### config.mk
export PLATFORM = sky130hd
export DESIGN_NAME = mtg_cell
export DESIGN_NICKNAME = d
export VERILOG_FILES = /design/src/design/mtg_pkg.sv /design/src/design/mtg_cell.sv
export SDC_FILE = /design/constraint.sdc
export NUM_CORES = 1
export LEC_CHECK = 0
export ABC_AREA = 1
export BUFFER_PORTS_ARGS = -buffer_cell sky130_fd_sc_hd__buf_4
export CAP_MARGIN = 20
export CORE_ASPECT_RATIO = 1.75
export CORE_MARGIN = 2
export CORE_UTILIZATION = 25
export CTS_CLUSTER_DIAMETER = 30
export DETAILED_ROUTE_END_ITERATION = 10
export SYNTH_ARGS = -nofsm -noshare
export SYNTH_HDL_FRONTEND = slang
export SYNTH_SLANG_ARGS = --single-unit
### constraint.sdc
create_clock -name clk -period 0.8 [get_ports clk]
set_input_delay 0.04 -clock clk [delete_from_list [all_inputs] [get_ports clk]]
set_output_delay 0.04 -clock clk [all_outputs]
set_load 0.05 [all_outputs]
### src/design/mtg_pkg.sv
// ----------------------------------------------------------------------------
// mtg_pkg
// Shared constants, types and word functions of the Mersenne twister block.
// ----------------------------------------------------------------------------
package mtg_pkg;

  localparam int unsigned MT_WORDS = 624;
  localparam int unsigned MT_SHIFT = 397;
  localparam int unsigned CNT_W    = $clog2(MT_WORDS);

  localparam logic [31:0] MT_MATRIX = 32'h9908_B0DF;
  localparam logic [31:0] MT_UPPER  = 32'h8000_0000;
  localparam logic [31:0] MT_LOWER  = 32'h7FFF_FFFF;
  localparam logic [31:0] LCG_MUL   = 32'd69069;
  localparam logic [31:0] HALF_MASK = 32'hFFFF_0000;
  localparam logic [31:0] TEMPER_B  = 32'h9D2C_5680;
  localparam logic [31:0] TEMPER_C  = 32'hEFC6_0000;

  // two LCG steps folded into one: s'' = MUL^2 * s + (MUL + 1)
  localparam logic [63:0] LCG_SQ64  = 64'(LCG_MUL) * 64'(LCG_MUL);
  localparam logic [31:0] LCG_MUL2  = LCG_SQ64[31:0];
  localparam logic [31:0] LCG_INC2  = LCG_MUL + 32'd1;

  typedef logic [31:0] word_t;
  typedef logic [CNT_W-1:0] cnt_t;

  // item codes on the action field
  typedef enum logic {
    ACT_SEED = 1'b0,
    ACT_DRAW = 1'b1
  } action_t;

  typedef enum logic [1:0] {
    ST_IDLE = 2'b01,
    ST_SEED = 2'b10
  } state_t;

  // next word of the recurrence from x[i], x[i+1] and x[i+397]
  function automatic word_t twist_word(word_t x0, word_t x1, word_t xm);
    word_t y;
    word_t v;
    y = (x0 & MT_UPPER) | (x1 & MT_LOWER);
    v = xm ^ (y >> 1);
    if (y[0]) begin
      v = v ^ MT_MATRIX;
    end
    return v;
  endfunction

  function automatic word_t temper(word_t x);
    word_t y;
    y = x;
    y = y ^ (y >> 11);
    y = y ^ ((y << 7) & TEMPER_B);
    y = y ^ ((y << 15) & TEMPER_C);
    y = y ^ (y >> 18);
    return y;
  endfunction

endpackage

### src/design/mtg_cell.sv
// ----------------------------------------------------------------------------
// mtg_cell
// One state word of the shift chain; takes its neighbor's word on shift.
// ----------------------------------------------------------------------------
module mtg_cell (
  input  logic          clk,
  input  logic          shift_en,
  input  mtg_pkg::word_t d_in,
  output mtg_pkg::word_t q
);

  mtg_pkg::word_t word_r;
  mtg_pkg::word_t word_nxt;

  assign word_nxt = shift_en ? d_in : word_r;

  always_ff @(posedge clk) begin
    word_r <= word_nxt;
  end

  assign q = word_r;

endmodule

# [Word-level counts from Yosys, hierarchy flattened]
# Cells that the tools add are included.
[word_totals] ff_bits=32 out_inout_bits=32

# [Longest topological paths before layout]
[depth] depth_word=0 ltp_mapped=0

# [Worst setup path before layout]
# Ideal clock, no wire load.
[synth_path] path_type="register to output" from="register word_r[0] (netlist: q[0])" to="output q[0]" arrival_ns=0.601 slack_ns=0.159 stages_incl_launch_ff=1 n_path_buf=0 cell_sequence="edfxtp_1"
[synth_lines] item="start: declaration" line="mtg_cell.sv:12" source="mtg_pkg::word_t word_r;"
[synth_lines] item="start signal: assignment" line="mtg_cell.sv:18" source="word_r <= word_nxt;"
[synth_lines] item="end: declaration" line="mtg_cell.sv:9" source="output mtg_pkg::word_t q"
# No word-level cell between the ends.

# [Final worst setup path]
[layout_path] from="register word_r[17] (netlist: q[17])" to="output q[17]"
# No word-level cell between the ends.

==> flow_summary.toml <==
[setup_path]
cpLargestDelayFamily = "flip-flops"
critical_path_class = "flop to primary output"
crit_arrival_ns = 0.85
critPathCaptureType = "primary output"
endpoint = "q[17]"
start_kind = "flop"
cp.required_ns = 0.76
slowest_stage = "edfxtp_1"
crit_path_max_incr_delay_ns = 0.40
crit_start = "q[17]$_DFFE_PP_"
critical_path.max_fanout = 1
path_buf_inv = 1
crit_path_cell_trace = "buf_6"
cp.depth = 1

[clocking]
post_cts_buffers = 0
root_buffer = "clkbuf_8"
htreeDepth = 2
cts.sinks = 32
cts-buffers-inserted = 5
cts.path.max_buffers = 2
clk_pin_slew_ns = 0.06
cts_tree = "yes"

[timing]
max_freq_mhz = 1120
setup_viol = 32
hold_viol = 0
relSlewSlack_pct = 92.6
fin_crit_sh_pct = 111
setup_ws_ns = -0.0902
tightest_slew_ns = 0.112
hold_ws_ns = 0.166
finalMaxSlewViolations = 0
min_period_ns = 0.890
rsz0062_at_grt = "yes"

[finish]
areaGrowthSynthToFinish_pct = 115
multi_input_comb_cells = 0
layout-drive-gt1-share_pct = 51.8
largest_reg_flops = 32
layout.cells.non_filler = 185
multi_input_area_sq_um = 0
diodes = 0
fin_area_sq_um = 2070
num-nets-final = 172

[power_and_ir_drop]
power_density_nw_per_um2 = 2030
clkPwrFrac_pct = 26.2
share_comb_of_total_power_pct = 24.8
p_sw_w = 0.00114
sw_frac_of_total_pct = 27.2
leakage_nw = 0.858
ir_drop_v = 0.00169
finalPower_w = 0.00420
p_seq_share_pct = 49.0
p_int_w = 0.00306

[logic_synthesis]
synth.avg_cell_area_sq_um = 30.0
yosys.area.top_type = "edfxtp_1"
syn_inst = 32
ys_seq_area_share_pct = 100
ys_top_cells_by_area = "edfxtp_1 100%"
syn-num-nets = 66
yosys_warnings = 0
synth_seq_cells = 32
syn_area_sq_um = 961
netlist.area_leader.share_pct = 100
yosysUniqueCellTypes = 1

[drt]
avgViaCountPerCell = 3.92
wl_per_cell_um = 13.0
vias = 726
firstDrtPassIters = 4
drc = 0
first_iter_violations = 8
ant_nets = 0
drt-total-wl_mm = 2.40

[placement]
io_buffers = 65
placed_cell_area_sq_um = 1550
gp_congestion = 0.663
dp_cells = 145

[grt]
antenna_found_initial = 0
grt_pass1_wl_mm = 3.64
grt-ovfl-total = 0
grt_max_degree = 17
track_usage_pct = 12.2
grt_pass1_vias = 836

[die]
die_h_um = 86.0
dieArea_sq_um = 4380
core-area_sq_um = 3660
start_util_pct = 26.2
chipWidth_um = 50.9
ios = 66
rows = 29

[run]
maxCapViolations = 0

[status]
violations = "setup timing"
status = "finished with violations"

[min_path]
hp-class = "input pin to flop"
## placed cells by master (no fill, tap or decap)
cell type	netlist	layout
clkbuf_8	0	5
clkinv_1	0	1
dlygate4sd3_1	0	32
buf_6	0	32
clkbuf_1	0	2
buf_12	0	2
buf_4	0	33
edfxtp_1	32	32
## metrics by stage
| stage | utilization [%] | TNS, ns | setup slack [ns] |
|---|---|---|---|
| after floorplan | - | 0 | 0.159 |
| after global placement | 42.2 | 0 | 0.200 |
| after detailed placement | 42.2 | 0 | 0.187 |
| after CTS | 56.4 | -2.32 | -0.105 |
| after global routing | 56.4 | -3.13 | -0.131 |
| final | 56.4 | -1.87 | -0.0902 |
## final cells by class
type | instances | area [sq um]
clock buffers | 7 | 76.3
clock inverters | 1 | 3.75
fillers | 287 | 1600
flip-flops and latches | 32 | 961
well taps | 46 | 57.6
repair buffers | 99 | 968
## cells by family (layout without fill, tap and decap cells)
family                 count (synthesis)  in the layout  share of synthesized area [%]
flip-flops                            32             32                            100
buffers and inverters                  0            107                              0
## power groups by stage
stage               Combinational [W]  Sequential, W  Clock [W]
floorplan                           0        0.00253          0
global placement             0.000831        0.00206          0
detailed placement           0.000836        0.00206          0
CTS                           0.00104        0.00206    0.00114
global route                  0.00108        0.00207    0.00124
finish                        0.00104        0.00206    0.00110
## per-layer routing
layer,global-route usage [%],wire length [um],share of wire (%)
met1,8.98,661,28
met2,23.6,1490,62
met3,5.23,162,6.8
met4,8.11,89,3.7
met5,0,0,0
## how the worst min path moves through the flow
stage                     startpoint              end  slack, ns  depth (start not counted)
final                       shift_en  q[31]$_DFFE_PP_       0.17                          2
after global placement      d_in[12]  q[12]$_DFFE_PP_       0.22                          1
after CTS                   shift_en  q[31]$_DFFE_PP_       0.15                          2
after global routing        shift_en  q[13]$_DFFE_PP_       0.16                          2
after floorplan              d_in[0]   q[0]$_DFFE_PP_       0.14                          0
after detailed placement    d_in[30]  q[30]$_DFFE_PP_       0.22                          1
## Yosys cell counts
cell type and number:
edfxtp_1 32
## repair_timing
action,CTS,global route
setup endpoints to repair,32,32
endpoints found under the hold margin,32,0
resized for setup,32,0
hold buffers,32,0
No activity file was read; power rests on OpenSTA's default activity.
