File: src/design/mtg_pkg.sv
// ----------------------------------------------------------------------------
// mtg_pkg
// Shared constants, types and word functions of the Mersenne twister block.
// ----------------------------------------------------------------------------
package mtg_pkg;

  localparam int unsigned MT_WORDS = 624;
  localparam int unsigned MT_SHIFT = 397;
  localparam int unsigned CNT_W    = $clog2(MT_WORDS);

  localparam logic [31:0] MT_MATRIX = 32'h9908_B0DF;
  localparam logic [31:0] MT_UPPER  = 32'h8000_0000;
  localparam logic [31:0] MT_LOWER  = 32'h7FFF_FFFF;
  localparam logic [31:0] LCG_MUL   = 32'd69069;
  localparam logic [31:0] HALF_MASK = 32'hFFFF_0000;
  localparam logic [31:0] TEMPER_B  = 32'h9D2C_5680;
  localparam logic [31:0] TEMPER_C  = 32'hEFC6_0000;

  // two LCG steps folded into one: s'' = MUL^2 * s + (MUL + 1)
  localparam logic [63:0] LCG_SQ64  = 64'(LCG_MUL) * 64'(LCG_MUL);
  localparam logic [31:0] LCG_MUL2  = LCG_SQ64[31:0];
  localparam logic [31:0] LCG_INC2  = LCG_MUL + 32'd1;

  typedef logic [31:0] word_t;
  typedef logic [CNT_W-1:0] cnt_t;

  // item codes on the action field
  typedef enum logic {
    ACT_SEED = 1'b0,
    ACT_DRAW = 1'b1
  } action_t;

  typedef enum logic [1:0] {
    ST_IDLE = 2'b01,
    ST_SEED = 2'b10
  } state_t;

  // next word of the recurrence from x[i], x[i+1] and x[i+397]
  function automatic word_t twist_word(word_t x0, word_t x1, word_t xm);
    word_t y;
    word_t v;
    y = (x0 & MT_UPPER) | (x1 & MT_LOWER);
    v = xm ^ (y >> 1);
    if (y[0]) begin
      v = v ^ MT_MATRIX;
    end
    return v;
  endfunction

  function automatic word_t temper(word_t x);
    word_t y;
    y = x;
    y = y ^ (y >> 11);
    y = y ^ ((y << 7) & TEMPER_B);
    y = y ^ ((y << 15) & TEMPER_C);
    y = y ^ (y >> 18);
    return y;
  endfunction

endpackage

File: src/design/mtg_lcg.sv
// ----------------------------------------------------------------------------
// mtg_lcg
// 69069 LCG seeder: one state word per step, two LCG steps per word.
// ----------------------------------------------------------------------------
module mtg_lcg (
  input  logic           clk,
  input  logic           load,
  input  logic           step,
  input  mtg_pkg::word_t seed,
  output mtg_pkg::word_t word
);

  mtg_pkg::word_t s_r;
  mtg_pkg::word_t s_nxt;
  mtg_pkg::word_t s_one;
  mtg_pkg::word_t s_two;

  // both multiplies read s_r directly
  assign s_one = mtg_pkg::word_t'(mtg_pkg::LCG_MUL * s_r) + 32'd1;
  assign s_two = mtg_pkg::word_t'(mtg_pkg::LCG_MUL2 * s_r) + mtg_pkg::LCG_INC2;

  assign word = (s_r & mtg_pkg::HALF_MASK) | ((s_one & mtg_pkg::HALF_MASK) >> 16);

  always_comb begin
    s_nxt = s_r;
    if (load) begin
      s_nxt = seed;
    end else if (step) begin
      s_nxt = s_two;
    end
  end

  always_ff @(posedge clk) begin
    s_r <= s_nxt;
  end

endmodule

File: config.mk
export PLATFORM = sky130hd
export DESIGN_NAME = mtg_lcg
export DESIGN_NICKNAME = d
export VERILOG_FILES = /design/src/design/mtg_pkg.sv /design/src/design/mtg_lcg.sv
export SDC_FILE = /design/constraint.sdc
export NUM_CORES = 1
export LEC_CHECK = 0
export ABC_AREA = 1
export BUFFER_PORTS_ARGS = -buffer_cell sky130_fd_sc_hd__buf_2
export CAP_MARGIN = 40
export CORE_MARGIN = 5
export CORE_UTILIZATION = 39
export CTS_CLUSTER_DIAMETER = 100
export DETAILED_ROUTE_END_ITERATION = 16
export PLACE_DENSITY = 0.63
export SKIP_CTS_REPAIR_TIMING = 1
export SLEW_MARGIN = 20
export SYNTH_ARGS = -nofsm -noshare
export SYNTH_HDL_FRONTEND = slang
export SYNTH_SLANG_ARGS = --single-unit
File: constraint.sdc
create_clock -name clk -period 15.27 [get_ports clk]
set_clock_uncertainty 0.1 [all_clocks]
set_input_delay 3.054 -clock clk [delete_from_list [all_inputs] [get_ports clk]]
set_output_delay 3.054 -clock clk [all_outputs]
set_load 0.05 [all_outputs]
---- Yosys cells after proc, flatten, opt, wreduce, memory -nomap -nowiden ----
Cells that the tools add are included.
storage, ports and cells
  output and inout bits ................... 32
  register bits after elaboration ......... 32
  logic and storage cells ................. 9
  input bits .............................. 35
cells by class
  muxes and demuxes ....................... 2
  reductions and logical operators ........ 1
  bitwise logic cells ..................... 1
  add/subtract/negate cells ............... 2
  $mul .................................... 2
operators with widths
  cell                    number
  $mux 32                 2
  $add 32x1->32 const B   1
  $add 32x17->32 const B  1
  $mul 17x32->32 const A  1
  $mul 29x32->32 const A  1
  $or 32x16->32           1
  $reduce_bool 2->1       1

---- Longest topological paths before layout ----
Gate-level depths: netlist of the first run.
  depth after elaboration ................. 4
  depth in mapped cells ................... 28
  gate-level depth less buffers ........... 28

---- Least setup slack after synthesis of the first run ----
Ideal clock, no wire load.
  path type ............................... flip-flop to output port
  from .................................... register s_r[7]
  to ...................................... output word[12]
  arrival time ............................ 5594 ps
  path slack .............................. 6522 ps
  cell stages (with the launch flop) ...... 21
  required time ........................... 12116 ps
  buffers on the path ..................... 0
  path through ............................ edfxtp_1 > ha_1 > xnor2_1 > inv_1 > ha_1 > or2_2 > fa_1 > fa_1 > inv_1 > fa_1 > inv_1 > fa_1 > ha_1 > a21oi_1 > o21ai_0 > a21oi_1 > nand3_1 > nand2_1 > nand2_1 > a21oi_1 > xor2_1
on the way
  longest elaborated chain between the ends .. 3
ends and longest elaborated chain
  what                    line           text
  from (decl)             mtg_lcg.sv:13  mtg_pkg::word_t s_r;
  from (signal assigned)  mtg_lcg.sv:34  s_r <= s_nxt;
  $mul 17x32->32          mtg_lcg.sv:19  assign s_one = mtg_pkg::word_t'(mtg_pkg::LCG_MUL * s_r) + 32'd1;
  $add 32x1->32           mtg_lcg.sv:19
  $or 32x16->32           mtg_lcg.sv:22  assign word = (s_r & mtg_pkg::HALF_MASK) | ((s_one & mtg_pkg::HALF_MASK) >> 16);
  to (decl)               mtg_lcg.sv:10  output mtg_pkg::word_t word
No other way between the ends.

---- Worst setup path after layout of the first run ----
Same ends and word-level chain as after synthesis.

==> results.py, run 1 <==
metrics = {
    "final_layout": {
        "design_area_um2": 17100,
        "reg_top3": "s_r x32",
        "area.growth.synth_to_final_pct": 6.67,
        "post-route-util_pct": 42.0,
        "nets": 2515,
        "top_register": "s_r",
        "largest_reg_flops": 32,
        "drive_gt1_share_pct": 5.22,
        "antenna_cells": 0,
    },
    "synth": {
        "synth_edf_count": 32,
        "syn_avg_cell_area_um2": 8.93,
        "async_flop_share_pct": 0,
        "yosysWarningCount": 0,
        "syn-cell-area_um2": 16000,
        "syn-num-nets": 2455,
        "synth.distinct_cells": 34,
        "synth_seq_cells": 32,
        "yosys.cell_count.top_type": "inv_1",
        "synth_ff_type": "edfxtp_1",
        "synth_cells": 1797,
        "synth_top_area_cell": "fa_1",
        "synthTopCellsByCount": "inv_1, ha_1, fa_1",
        "synth_area_leaders": "fa_1, ha_1, inv_1",
        "seq_area_frac_synth_pct": 5.99,
        "synth.top_cell.area_share_pct": 37.3,
    },
    "floorplanning": {
        "ioPinCount": 67,
        "core_um2": 40700,
        "start_util_pct": 39.4,
        "die_h_um": 213,
        "die_w_um": 213,
        "row_count": 74,
        "dieArea_um2": 45300,
    },
    "job": {
        "maxCapViolations": 0,
    },
    "timing": {
        "setup_ws_ns": 5.75,
        "rsz0062_at_grt": "no",
        "finalHoldViolations": 0,
        "min_period_ns": 9.52,
        "finalSetupViolations": 0,
        "setup_tns_ns": 0,
        "maxSlewHeadroom_pct": 41.7,
        "fin_crit_sh_pct": 62.4,
        "fmax_ghz": 0.105,
        "slew_viol_final": 0,
        "max_slew.worst_pin.slew_ns": 0.875,
    },
    "routing": {
        "drcViolationCount": 0,
        "ant_nets": 0,
        "routed_via_density": 4.92,
        "wl_per_cell_um": 19.1,
        "finalWirelength_um": 45500,
        "firstDrtPassIters": 5,
        "routed-via-count": 11800,
        "drt-initial-drc-count": 642,
    },
    "cts": {
        "tritoncts": "built",
        "cts.clk_slew.worst_paths_ns": 0.06,
        "cts_root_buf": "clkbuf_16",
        "clockBufferDepth": 2,
        "clkLatencyLatePin_ns": 0.29,
        "cts-htree-levels": 2,
        "numCtsBuffers": 5,
        "clock-sinks": 32,
    },
    "setup_path": {
        "r2r_end": "s_r[29]$_DFFE_PN_",
        "crit_path_end_kind": "primary output",
        "reg2reg_from": "s_r[14]$_DFFE_PN_",
        "r2r_slack_ns": 8.31,
        "arrival_ns": 6.37,
        "path_class": "reg2out",
        "worstPathMaxFanout": 10,
        "cp-start-kind": "register",
        "required_ns": 12.12,
        "rr_worst_depth": 18,
    },
    "global_route": {
        "grt_max_degree": 50,
        "grt_pass1_vias": 12900,
        "grt_pass1_wl_um": 72800,
        "antenna_found_initial": 0,
        "overflow": 0,
        "grt_use_total_pct": 20.9,
    },
    "worst_hold_path": {
        "worstHoldPathType": "reg2reg",
        "hold_path_startpoint": "s_r[1]$_DFFE_PN_",
        "hold_depth": 1,
        "hold_end": "s_r[1]$_DFFE_PN_",
    },
    "placement": {
        "place_area_um2": 17000,
        "place_ws_ns": 6.05,
        "hpwl_um": 40300,
        "portBuffers": 66,
        "gp_congestion": 0.906,
    },
    "run_status": {
        "status": "finished clean",
    },
}
==> metal layers <==
metal / global-route usage, % / routed length (um)
met4: 5.12 / 1140
met2: 34.3 / 20900
met1: 30.1 / 21300
met3: 1.73 / 2160
met5: 0 / 0
==> logic make-up after synthesis <==
family                     Yosys count  share of synthesized area [%]
AOI/OAI and AO/OA                  147                           5.12
xor gates and xnor gates            49                           2.68
adders and majority gates          623                           62.6
buffers and inverters              542                           13.1
DFF                                 32                           5.99
and+or+nand+nor                    404                           10.6
==> cells in the final DEF, fill, tap and decap left out, types with 2 or more instances in the layout <==
cell type,synthesis,routed
fa_1,299,299
a21o_1,9,9
or2_1,3,3
nand2_1,255,255
o211ai_1,3,3
inv_1,518,518
buf_4,16,9
ha_1,324,324
nand4_1,12,12
o31ai_1,2,2
o21ai_2,2,2
nor3_1,11,11
nor2_1,55,55
nand3_1,49,49
nand3b_1,4,4
o21ai_0,46,46
o21bai_1,8,8
a21oi_1,71,71
buf_2,0,66
xnor2_1,28,28
clkbuf_16,0,5
clkinv_1,1,3
edfxtp_1,32,32
xor2_1,21,21
or2_2,9,9
nor4_1,3,3
==> worst max-delay path by stage <==
stage / startpoint / endpoint / slack [ns]
final: s_r[7]$_DFFE_PN_ / word[12] / 5.75
after global routing: s_r[7]$_DFFE_PN_ / word[12] / 5.47
after CTS: s_r[7]$_DFFE_PN_ / word[12] / 5.72
after detailed placement: s_r[7]$_DFFE_PN_ / word[12] / 6.05
after global placement: s_r[7]$_DFFE_PN_ / word[12] / 6.07
after floorplan: s_r[7]$_DFFE_PN_ / word[12] / 6.52
==> worst max-delay path, cell delays in order (launching register included) <==
cell and delay, ns:
edfxtp_1 0.76, ha_1 0.39, xnor2_1 0.30, inv_1 0.14, ha_1 0.21, or2_2 0.32
fa_1 0.51, fa_1 0.54, inv_1 0.05, fa_1 0.47, inv_1 0.05, fa_1 0.43
ha_1 0.32, a21oi_1 0.17, o21ai_0 0.12, a21oi_1 0.27, nand3_1 0.20, nand2_1 0.11
nand2_1 0.10, a21oi_1 0.17, xor2_1 0.17, buf_2 0.28
==> area by class of cell <==
class | instances | area, um2
well taps | 532 | 666
clock inverters | 2 | 7.51
flip-flops and latches | 32 | 961
multi-input cells | 1223 | 13000
repair buffers | 76 | 418
clock buffers | 5 | 125
fillers | 4085 | 23600
inverters | 519 | 1950
==> stage by stage <==
step	hold slack, ns	cells
global route	0.525	2389
floorplan	0.738	1797
global placement	0.478	2381
finish	0.478	2389
detailed placement	0.479	2382
CTS	0.489	2389
Power of run 1 is left out: the tool's default activity adds up to more than one toggle a clock period on the data nets, which glitch-free logic cannot reach.
==> inputs of run 2 (changes only) <==
PLACE_DENSITY = 0.65   (was 0.63)
clock period = 7.7 ns   (was 15.27 ns; I/O delays follow)
==> results.py, run 2 (synthesized netlist as in run 1, its figures left out) <==
metrics = {
    "setup_path": {
        "cp_slowest_stage_delay_ns": 0.55,
        "path_cells": "buf_4 > ha_1 > xnor2_2 > inv_1 > ha_1 > or2_2 > fa_1 > fa_1 > inv_1 > fa_1 > inv_1 > fa_1 > ha_1 > nand2_1 > nor2_1 > inv_1 > nor3_2 > nand4_1 > nand3_1 > nand2_1 > nand2_1 > clkbuf_4",
        "path_class": "reg2out",
        "worst-path-stages": 22,
        "critPathSlowestCell": "fa_1",
        "worstPathMaxFanout": 5,
        "arrival_ns": 5.85,
        "cp-start-kind": "register",
        "required_ns": 6.06,
        "crit_path_end_kind": "primary output",
        "path_delay_family": "adder cells",
        "rr_worst_depth": 18,
        "crit_buf_inv": 6,
    },
    "global_route": {
        "grt_use_total_pct": 20.9,
        "grt_pass1_wl_um": 73800,
        "antenna_found_initial": 0,
        "grt_pass1_vias": 13000,
        "overflow": 0,
        "grt_max_degree": 50,
    },
    "final_layout": {
        "layout_commonest_cell": "inv_1",
        "drive_gt1_share_pct": 7.25,
        "nets": 2546,
        "layout_common_cells": "inv_1, ha_1, fa_1",
        "top_register": "s_r",
        "stdcell_count": 2421,
        "reg_top3": "s_r x32",
        "antenna_cells": 0,
        "area.growth.synth_to_final_pct": 8.72,
        "nFillCells": 4009,
        "final-seq-area_um2": 961,
        "multiInputGateArea_um2": 13000,
        "largest_reg_flops": 32,
    },
    "cts": {
        "clockBufferDepth": 2,
        "clkLatencyLatePin_ns": 0.30,
        "cts-htree-levels": 2,
        "clock-sinks": 32,
        "tritoncts": "built",
        "numCtsBuffers": 5,
        "cts.clk_slew.worst_paths_ns": 0.07,
        "cts_root_buf": "clkbuf_16",
    },
    "timing": {
        "maxSlewHeadroom_pct": 46.0,
        "slew_viol_final": 0,
        "fin_crit_sh_pct": 97.3,
        "min_period_ns": 7.49,
        "fmax_ghz": 0.134,
        "max_slew.worst_pin.slew_ns": 0.803,
        "finalHoldViolations": 0,
        "rsz0062_at_grt": "yes",
        "finalSetupViolations": 0,
        "setup_tns_ns": 0,
    },
    "floorplanning": {
        "die_h_um": 213,
        "ioPinCount": 67,
        "row_count": 74,
        "dieArea_um2": 45300,
        "start_util_pct": 39.4,
        "core_um2": 40700,
        "die_w_um": 213,
    },
    "routing": {
        "firstDrtPassIters": 5,
        "wl_per_cell_um": 18.9,
        "ant_nets": 0,
        "routed-via-count": 12000,
        "drt-initial-drc-count": 802,
        "drcViolationCount": 0,
        "finalWirelength_um": 45700,
        "routed_via_density": 4.96,
    },
    "job": {
        "maxCapViolations": 0,
    },
    "placement": {
        "portBuffers": 66,
        "gp_congestion": 0.996,
        "dp.cells": 2409,
        "hpwl_um": 41400,
    },
    "run_status": {
        "status": "finished clean",
    },
    "worst_hold_path": {
        "hold_depth": 1,
        "worstHoldPathType": "reg2reg",
    },
}
[run 2: changes by cell type in the layout (fill, tap and decap cells not counted), sizes merged]
cell      change
clkbuf        +1
clkinvlp      +2
buf          +30
clkinv        -1
[run 2: worst paths after layout]
path                          start                end  slack, ns
setup / recovery   s_r[7]$_DFFE_PN_           word[11]       0.21
hold / removal     s_r[1]$_DFFE_PN_   s_r[1]$_DFFE_PN_       0.89
setup reg to reg  s_r[15]$_DFFE_PN_  s_r[29]$_DFFE_PN_       1.09
hold reg to reg    s_r[1]$_DFFE_PN_   s_r[1]$_DFFE_PN_       0.89
[run 2: cell type report]
cell class	instances	share of cell area, %
multi-input combinational	1223	74.7
inverter	519	11.2
sequential	32	5.51
timing repair buffer	107	3.92
tap	532	3.82
clock buffer	5	0.717
clock inverter	3	0.136
[run 2: metrics by stage]
step | utilization, % | instance area [um2] | hold slack, ns | setup WS (ns)
finish | 42.8 | 17400 | 0.893 | 0.211
global route | 42.8 | 17400 | 0.900 | -0.0536
CTS | 42.6 | 17300 | 0.875 | -0.0329
detailed placement | 42.2 | 17200 | 0.860 | 0.305
global placement | 42.1 | 17200 | 0.861 | 0.423
floorplan | - | 16000 | 0.738 | 0.466
[run 2: routing by layer]
| metal | wire length, um | share of wire, % | track usage (%) | vias up |
|---|---|---|---|---|
| met2 | 21000 | 46 | 34.5 | 437 |
| met5 | 0 | 0 | 0 | - |
| met4 | 1360 | 3.0 | 5.08 | 0 |
| li1 | - | - | - | 5677 |
| met1 | 20600 | 45 | 29.4 | 5816 |
| met3 | 2750 | 6.0 | 2.67 | 82 |
[run 2: worst reg2reg max path: stages (launching register included)]
cell,delay (ns)
edfxtp_1,0.59
ha_1,0.55
fa_1,0.50
fa_1,0.56
inv_1,0.06
fa_1,0.51
inv_1,0.06
fa_1,0.58
fa_1,0.44
fa_1,0.46
ha_1,0.29
ha_1,0.36
nand2_1,0.13
nor4_1,0.50
nand3_1,0.26
nand3_1,0.15
nand2_1,0.05
nand3_1,0.07
nand2_1,0.12
Power of run 2 is left out for the same reason.
